<file path="config.mk">
export PLATFORM = sky130hd
export DESIGN_NAME = msb_first_bit_packer_unit
export DESIGN_NICKNAME = d
export VERILOG_FILES = /design/src/rtl/core/msbp_pkg.sv /design/src/rtl/core/msbp_front.sv /design/src/rtl/core/msbp_queue.sv /design/src/rtl/core/msbp_back.sv /design/src/rtl/core/msb_first_bit_packer_unit.sv
export SDC_FILE = /design/constraint.sdc
export NUM_CORES = 1
export LEC_CHECK = 0
export BUFFER_PORTS_ARGS = -buffer_cell sky130_fd_sc_hd__buf_2
export CORE_MARGIN = 2
export CORE_UTILIZATION = 50
export CTS_BUF_LIST = sky130_fd_sc_hd__clkbuf_2
export DETAILED_ROUTE_END_ITERATION = 12
export PLACE_DENSITY = 0.68
export SLEW_MARGIN = 0
export SYNTH_ARGS = -nofsm -noshare
export SYNTH_HDL_FRONTEND = slang
export SYNTH_SLANG_ARGS = --single-unit
</file>
<file path="constraint.sdc">
create_clock -name clk_i -period 7.29 [get_ports clk_i]
set_clock_uncertainty 0.05 [all_clocks]
set_input_delay 0.729 -clock clk_i [delete_from_list [all_inputs] [get_ports clk_i]]
set_output_delay 0.729 -clock clk_i [all_outputs]
set_load 0.01 [all_outputs]
</file>
<file path="src/rtl/core/msbp_pkg.sv">
// Shared types and constants of the MSB-first bit packer.
package msbp_pkg;

  localparam int unsigned BYTE_W    = 8;
  localparam int unsigned DATA_W    = 32;
  localparam int unsigned CNT_W     = 6;
  localparam int unsigned ACC_W     = BYTE_W - 1;
  localparam int unsigned VAL_W     = DATA_W + ACC_W;
  localparam int unsigned TOT_W     = 6;
  localparam int unsigned QDEPTH    = 2;
  localparam int unsigned QAW       = 1;
  localparam int unsigned QCW       = 2;

  localparam logic [CNT_W-1:0] MAX_FIELD = CNT_W'(DATA_W);
  localparam logic [TOT_W-1:0] TOT_BYTE  = TOT_W'(BYTE_W);
  localparam logic [TOT_W-1:0] TOT_TWO   = TOT_W'(2 * BYTE_W);
  localparam logic [TOT_W-1:0] TOT_MAX   = TOT_W'(VAL_W);

  typedef enum logic {
    CMD_APPEND = 1'b0,
    CMD_FINISH = 1'b1
  } cmd_e;

  typedef struct packed {
    cmd_e              cmd;
    logic [CNT_W-1:0]  cnt;
    logic [DATA_W-1:0] data;
  } entry_t;

endpackage

</file>
<file path="src/rtl/core/msbp_front.sv">
// Front end of the bit packer: accepts input words and normalizes them.
module msbp_front (
  input  logic                          push,
  input  logic                          q_full_i,
  input  logic                          cmd_i,
  input  logic [msbp_pkg::CNT_W-1:0]    bit_count_i,
  input  logic [msbp_pkg::DATA_W-1:0]   data_bits_i,
  output logic                          wr_en_o,
  output msbp_pkg::entry_t              wr_entry_o
);

  logic [msbp_pkg::CNT_W-1:0]  cnt_sat;
  logic [msbp_pkg::DATA_W:0]   mask_ext;
  msbp_pkg::cmd_e              cmd;

  assign cmd     = msbp_pkg::cmd_e'(cmd_i);
  assign wr_en_o = push && !q_full_i;

  // Counts above the field width saturate; unused data bits are cleared.
  assign cnt_sat  = (bit_count_i > msbp_pkg::MAX_FIELD) ? msbp_pkg::MAX_FIELD : bit_count_i;
  assign mask_ext = ((msbp_pkg::DATA_W+1)'(1) << cnt_sat) - (msbp_pkg::DATA_W+1)'(1);

  always_comb begin
    wr_entry_o.cmd = cmd;
    unique case (cmd)
      msbp_pkg::CMD_FINISH: begin
        wr_entry_o.cnt  = '0;
        wr_entry_o.data = '0;
      end
      default: begin
        wr_entry_o.cnt  = cnt_sat;
        wr_entry_o.data = data_bits_i & mask_ext[msbp_pkg::DATA_W-1:0];
      end
    endcase
  end

endmodule

</file>
<file path="src/rtl/core/msbp_queue.sv">
// Short command queue between the front end and the byte emitter.
module msbp_queue (
  input  logic              clk_i,
  input  logic              rst_ni,
  input  logic              wr_en_i,
  input  msbp_pkg::entry_t  wr_entry_i,
  output logic              full_o,
  input  logic              rd_en_i,
  output logic              rd_valid_o,
  output msbp_pkg::entry_t  rd_entry_o
);

  msbp_pkg::entry_t            mem_q [msbp_pkg::QDEPTH];
  logic [msbp_pkg::QAW-1:0]    wr_ptr_q, wr_ptr_d;
  logic [msbp_pkg::QAW-1:0]    rd_ptr_q, rd_ptr_d;
  logic [msbp_pkg::QCW-1:0]    cnt_q, cnt_d;
  logic                        do_wr, do_rd;

  assign full_o     = (cnt_q == msbp_pkg::QCW'(msbp_pkg::QDEPTH));
  assign rd_valid_o = (cnt_q != '0);
  assign rd_entry_o = mem_q[rd_ptr_q];
  assign do_wr      = wr_en_i && !full_o;
  assign do_rd      = rd_en_i && rd_valid_o;

  always_comb begin
    wr_ptr_d = do_wr ? wr_ptr_q + msbp_pkg::QAW'(1) : wr_ptr_q;
    rd_ptr_d = do_rd ? rd_ptr_q + msbp_pkg::QAW'(1) : rd_ptr_q;
    cnt_d    = cnt_q;
    if (do_wr && !do_rd) begin
      cnt_d = cnt_q + msbp_pkg::QCW'(1);
    end else if (do_rd && !do_wr) begin
      cnt_d = cnt_q - msbp_pkg::QCW'(1);
    end
  end

  always_ff @(posedge clk_i or negedge rst_ni) begin
    if (!rst_ni) begin
      wr_ptr_q <= '0;
      rd_ptr_q <= '0;
      cnt_q    <= '0;
    end else begin
      wr_ptr_q <= wr_ptr_d;
      rd_ptr_q <= rd_ptr_d;
      cnt_q    <= cnt_d;
    end
  end

  always_ff @(posedge clk_i) begin
    if (do_wr) begin
      mem_q[wr_ptr_q] <= wr_entry_i;
    end
  end

`ifndef NO_ASSERTIONS
  a_cnt_bound: assert property (@(posedge clk_i) disable iff (!rst_ni)
    cnt_q <= msbp_pkg::QCW'(msbp_pkg::QDEPTH))
    else $error("queue fill count above depth");
  a_cnt_grow: assert property (@(posedge clk_i) disable iff (!rst_ni)
    (do_wr && !do_rd) |=> (cnt_q == $past(cnt_q) + msbp_pkg::QCW'(1)))
    else $error("queue fill count did not follow a lone write");
`endif

endmodule

</file>
<file path="src/rtl/core/msbp_back.sv">
// Back end of the bit packer: merges fields with pending bits and emits bytes.
module msbp_back (
  input  logic                         clk_i,
  input  logic                         rst_ni,
  input  logic                         q_valid_i,
  input  msbp_pkg::entry_t             q_entry_i,
  output logic                         q_pop_o,
  input  logic                         pop,
  output logic                         empty,
  output logic [msbp_pkg::BYTE_W-1:0]  out_byte_o,
  output logic                         last_o
);

  // val_q holds tot_q valid bits right-aligned, oldest bit highest. When
  // tot_q is below a byte, these are the pending bits of the partial byte.
  logic [msbp_pkg::VAL_W-1:0]   val_q, val_d;
  logic [msbp_pkg::TOT_W-1:0]   tot_q, tot_d;
  logic                         ov_q, ov_d;
  logic [msbp_pkg::BYTE_W-1:0]  byte_q, byte_d;
  logic                         last_q, last_d;

  logic                         out_free, emit, load;
  logic [msbp_pkg::ACC_W-1:0]   acc;
  logic [2:0]                   have;
  logic [msbp_pkg::VAL_W-1:0]   shifted;
  logic [14:0]                  pad_ext;

  assign acc      = val_q[msbp_pkg::ACC_W-1:0];
  assign have     = tot_q[2:0];
  assign out_free = !ov_q || pop;
  assign emit     = (tot_q >= msbp_pkg::TOT_BYTE) && out_free;
  assign load     = (tot_q < msbp_pkg::TOT_BYTE) && q_valid_i;
  assign q_pop_o  = load;

  assign shifted  = val_q >> (tot_q - msbp_pkg::TOT_BYTE);
  assign pad_ext  = {8'b0, acc} << (4'd8 - {1'b0, have});

  always_comb begin
    val_d  = val_q;
    tot_d  = tot_q;
    ov_d   = ov_q;
    byte_d = byte_q;
    last_d = last_q;
    if (emit) begin
      ov_d   = 1'b1;
      byte_d = shifted[msbp_pkg::BYTE_W-1:0];
      last_d = (tot_q < msbp_pkg::TOT_TWO);
      tot_d  = tot_q - msbp_pkg::TOT_BYTE;
    end else if (pop) begin
      ov_d = 1'b0;
    end
    if (load) begin
      unique case (q_entry_i.cmd)
        msbp_pkg::CMD_FINISH: begin
          val_d = {{(msbp_pkg::VAL_W-msbp_pkg::BYTE_W){1'b0}}, pad_ext[7:0]};
          tot_d = (have != 3'd0) ? msbp_pkg::TOT_BYTE : '0;
        end
        default: begin
          val_d = ({{msbp_pkg::DATA_W{1'b0}}, acc} << q_entry_i.cnt)
                | {{msbp_pkg::ACC_W{1'b0}}, q_entry_i.data};
          tot_d = {3'b0, have} + q_entry_i.cnt;
        end
      endcase
    end
  end

  always_ff @(posedge clk_i or negedge rst_ni) begin
    if (!rst_ni) begin
      val_q <= '0;
      tot_q <= '0;
      ov_q  <= 1'b0;
    end else begin
      val_q <= val_d;
      tot_q <= tot_d;
      ov_q  <= ov_d;
    end
  end

  always_ff @(posedge clk_i) begin
    byte_q <= byte_d;
    last_q <= last_d;
  end

  assign empty      = !ov_q;
  assign out_byte_o = byte_q;
  assign last_o     = last_q;

`ifndef NO_ASSERTIONS
  a_tot_bound: assert property (@(posedge clk_i) disable iff (!rst_ni)
    tot_q <= msbp_pkg::TOT_MAX)
    else $error("bit total above buffer width");
  a_last_drains: assert property (@(posedge clk_i) disable iff (!rst_ni)
    (emit && last_d) |=> (tot_q < msbp_pkg::TOT_BYTE))
    else $error("final byte marked while a full byte remains");
`endif

endmodule

</file>
<file path="src/rtl/core/msb_first_bit_packer_unit.sv">
// Top level of the MSB-first variable-length bit packer.
//
//  Channel  Direction  Handshake             Payload
//  input    in         push / full           cmd_i, bit_count_i, data_bits_i
//  result   out        empty / pop           out_byte_o, last_o
//
// The front end is combinational, so an accepted word enters a two-entry
// queue at the accepting edge. The back end then merges it with the pending
// bits in val_q and tot_q and emits the bytes it completes one after another;
// it takes no new word until fewer than eight bits remain, so the byte
// emitter sets the throughput. With the back end idle, the first byte passes
// the queue, the merge registers and the result register before it shows on
// the result ports. Reset clears the pending bits, the queue and the result
// valid flag. A stalled result (pop low) holds the emitter, while the queue
// keeps taking input words until it is full.
module msb_first_bit_packer_unit (
  input  logic                          clk_i,
  input  logic                          rst_ni,
  input  logic                          push,
  output logic                          full,
  input  logic                          cmd_i,
  input  logic [msbp_pkg::CNT_W-1:0]    bit_count_i,
  input  logic [msbp_pkg::DATA_W-1:0]   data_bits_i,
  output logic                          empty,
  input  logic                          pop,
  output logic [msbp_pkg::BYTE_W-1:0]   out_byte_o,
  output logic                          last_o
);

  // Front to queue: a write strobe and the normalized command word.
  logic              wr_en;
  msbp_pkg::entry_t  wr_entry;

  // Queue to back end: the oldest command and its release strobe.
  logic              q_valid;
  logic              q_pop;
  msbp_pkg::entry_t  q_entry;

  // The front end saturates the count and clears data bits that will not
  // be appended, so the back end only shifts and merges.
  msbp_front u_front (
    .push        (push),
    .q_full_i    (full),
    .cmd_i       (cmd_i),
    .bit_count_i (bit_count_i),
    .data_bits_i (data_bits_i),
    .wr_en_o     (wr_en),
    .wr_entry_o  (wr_entry)
  );

  // The queue decouples input acceptance from byte emission, so a stalled
  // result side does not stop input words from being taken.
  msbp_queue u_queue (
    .clk_i      (clk_i),
    .rst_ni     (rst_ni),
    .wr_en_i    (wr_en),
    .wr_entry_i (wr_entry),
    .full_o     (full),
    .rd_en_i    (q_pop),
    .rd_valid_o (q_valid),
    .rd_entry_o (q_entry)
  );

  // The back end owns the partial byte and the result register; it takes
  // a new command only once fewer than eight bits remain.
  msbp_back u_back (
    .clk_i      (clk_i),
    .rst_ni     (rst_ni),
    .q_valid_i  (q_valid),
    .q_entry_i  (q_entry),
    .q_pop_o    (q_pop),
    .pop        (pop),
    .empty      (empty),
    .out_byte_o (out_byte_o),
    .last_o     (last_o)
  );

endmodule

</file>
==> results.json <==
{
  "dp_hpwl_um": 17400,
  "instances_no_fill": 1080,
  "htreeDepth": 4,
  "path_clk_slew_ns": 0.25,
  "worstPathCellList": "or3_1, nor2_2, inv_2, buf_4, or4b_1, nand2b_1, o211ai_1",
  "yosys.area.top_type": "edfxtp_1",
  "routedWlPerCell_um": 22.1,
  "area_growth_pct": 6.89,
  "cts_tree": "yes",
  "hold_viol_final": 0,
  "grt_max_degree": 55,
  "fmax_ghz": 0.285,
  "synth_edf_count": 87,
  "ios": 54,
  "end_kind": "register",
  "cp_max_fo": 51,
  "die_area_mm2": 0.0186,
  "clkLatencyLatePin_ns": 0.75,
  "yosys_warnings": 0,
  "max_cap_viol_count": 0,
  "outcome": "complete, no violations",
  "syn_area_mm2": 0.00877,
  "synth_commonest_cells": "87 x edfxtp_1, 86 x nand2_1, 73 x mux2i_1",
  "antenna_found_initial": 1,
  "root_buffer": "clkbuf_2",
  "slowest_stage": "dfrtp_1",
  "routed-via-count": 7039,
  "register_area_mm2": 0.00387,
  "drc": 0,
  "clk_path_buf_depth": 2,
  "postCtsSetupBuffers": 0,
  "crit_arrival_ns": 4.15,
  "async_flop_share_pct": 36.5,
  "seq_area_frac_synth_pct": 44.1,
  "core_area_mm2": 0.0172,
  "peakVddDrop_mv": 0.170,
  "die_y_um": 136,
  "cts_inserted_buffers": 17,
  "slew-limit-headroom_pct": 21.9,
  "worst_pin_slew_ns": 1.17,
  "wirelength_um": 23900,
  "grt_pass1_vias": 6728,
  "grtUsageTotal_pct": 26.7,
  "drt-pass1-iter-count": 6,
  "drtIter0Drc": 598,
  "port_buffers": 53,
  "power_density_mw_per_mm2": 403,
  "synthCells": 827,
  "ys_types": 63,
  "viasPerCell": 6.52,
  "report.final.slew_viol_count": 0,
  "synth_seq_cells": 137,
  "ant_nets": 0,
  "initial_core_util_pct": 50.9,
  "min_period_ns": 3.50,
  "fillers": 1482,
  "p_leak_nw": 3.64,
  "overflow": 0,
  "finalCritPeriodShare_pct": 48.1,
  "crit_type": "register to register",
  "max_stage_delay_ns": 0.69,
  "drive_gt1_share_pct": 18.3,
  "synth.most_common_cell": "edfxtp_1",
  "finalSetupViolCount": 0,
  "fin_util_pct": 54.4,
  "avgSynthCellArea_um2": 10.6,
  "grt_setup_unrepaired": "false",
  "ys_top_cells_by_area": "edfxtp_1 30%, dfrtp_1 14%, mux4_2 9.0%",
  "hp-class": "input port to register",
  "grt_pass1_wl_um": 37500,
  "synthFlopType": "edfxtp_1",
  "cts.sinks": 137,
  "num_rows": 48,
  "start_kind": "register",
  "place.gp.congestion": 0.900,
  "dp_cells": 1046,
  "syn-num-nets": 880,
  "synth_largest_type_area_fraction_pct": 29.8,
  "whs_ns": 0.225,
  "tns_ns": 0,
  "die_w_um": 136,
  "nNetsFinal": 894,
  "crit_required_ns": 7.93,
  "multi_input_area_mm2": 0.00454,
  "reg2reg_slack_ns": 3.79
}
## power by group
group | total [W] | switching (W) | internal, W
logic | 0.00197 | 0.00118 | 0.000789
registers | 0.00131 | 0.000216 | 0.00110
clock network | 0.000491 | 0.000344 | 0.000148
## layer usage
| layer | part of all wire, % | track usage, % | vias to the layer above |
|---|---|---|---|
| met5 | 0 | 0 | - |
| met4 | 3.9 | 12.0 | 0 |
| met3 | 6.0 | 4.70 | 61 |
| met2 | 48 | 43.2 | 347 |
| met1 | 42 | 35.1 | 3462 |
| li1 | - | - | 3169 |
## flip-flops by register name (all words and copies together) (netlist names)
name,cells
u_queue.mem_q,78
u_back.val_q,39
u_back.out_byte_o,8
u_back.tot_q,6
u_queue.cnt_q,2
u_back.last_o,1
u_back.ov_q,1
u_queue.rd_ptr_q,1
u_queue.wr_ptr_q,1
## layout make-up
class,instances,area share (%)
multi-input cells,602,48.5
flip-flops and latches,137,41.3
repair buffers,61,3.50
well taps,225,3.00
clock inverters,15,1.91
inverters,22,0.935
clock buffers,17,0.908
diodes,1,0.0267
## worst max-delay path, delay by kind of cell, from the launching register on
kind | cells | cell delay (ns)
buf+inv | 2 | 0.64
compound gates | 1 | 0.09
flops | 1 | 0.69
simple gates | 4 | 1.99
## placed cells by master (no fill, tap or decap), drive strengths merged, types with 3 or more instances in the layout
| cell type | count |
|---|---|
| edfxtp | 87 |
| nand2 | 86 |
| mux2i | 75 |
| buf | 60 |
| dfrtp | 50 |
| nor2 | 48 |
| a21oi | 44 |
| o21ai | 42 |
| nor3 | 40 |
| mux4 | 36 |
| inv | 31 |
| nand3 | 26 |
| and3 | 22 |
| clkbuf | 17 |
| mux2 | 16 |
| nor3b | 11 |
| xnor2 | 10 |
| o221ai | 10 |
| nand2b | 10 |
| xor2 | 9 |
| a221oi | 9 |
| ha | 9 |
| nor2b | 8 |
| o22ai | 8 |
| o211ai | 8 |
| and2 | 8 |
| a22oi | 7 |
| or3 | 6 |
| a31oi | 6 |
| o211a | 6 |
| o31ai | 5 |
| clkinv | 5 |
| o32ai | 4 |
| a311oi | 4 |
| a41oi | 3 |
| a22o | 3 |
| nor4 | 3 |
| o21a | 3 |
## path summary, 6_finish.rpt
kind	endpoint	cells past startpoint	start
worst max-delay path	u_back.val_q[34]$_DFFE_PN0P_	7	u_back.tot_q[3]$_DFFE_PN0P_
worst min-delay path	u_back.ov_q$_DFFE_PN0P_	3	pop
worst max register to register	u_back.val_q[34]$_DFFE_PN0P_	7	u_back.tot_q[3]$_DFFE_PN0P_
worst min register to register	u_queue.cnt_q[1]$_DFFE_PN0P_	1	u_queue.cnt_q[1]$_DFFE_PN0P_
max in group asynchronous	u_queue.rd_ptr_q$_DFFE_PN0P_	3	rst_ni
min in group asynchronous	u_back.ov_q$_DFFE_PN0P_	3	rst_ni
## per-stage QoR
step	cell area [um^2]	total power [W]	setup WS [ns]
after CTS	9370	0.00376	3.87
after detailed placement	9090	0.00326	3.78
after global placement	9090	0.00323	3.87
final	9370	0.00378	3.79
after floorplan	8770	0.00277	4.34
after global routing	9370	0.00402	3.63
## logic make-up after synthesis
logic type,Yosys count,share of synthesized area (%)
compound gates,175,13.2
xor+xnor,19,1.90
fa+ha+maj,10,1.51
buf+inv,88,4.23
flops,137,44.1
mux,127,20.2
simple gates,271,14.9
## what timing repair did
item | in CTS | in global routing
hold endpoints to repair | 35 | 0
endpoints found under the setup margin | 0 | 0
gates resized for setup | 0 | 0
hold buffers | 1 | 0
Note: power is estimated with default switching activity, not from simulation.
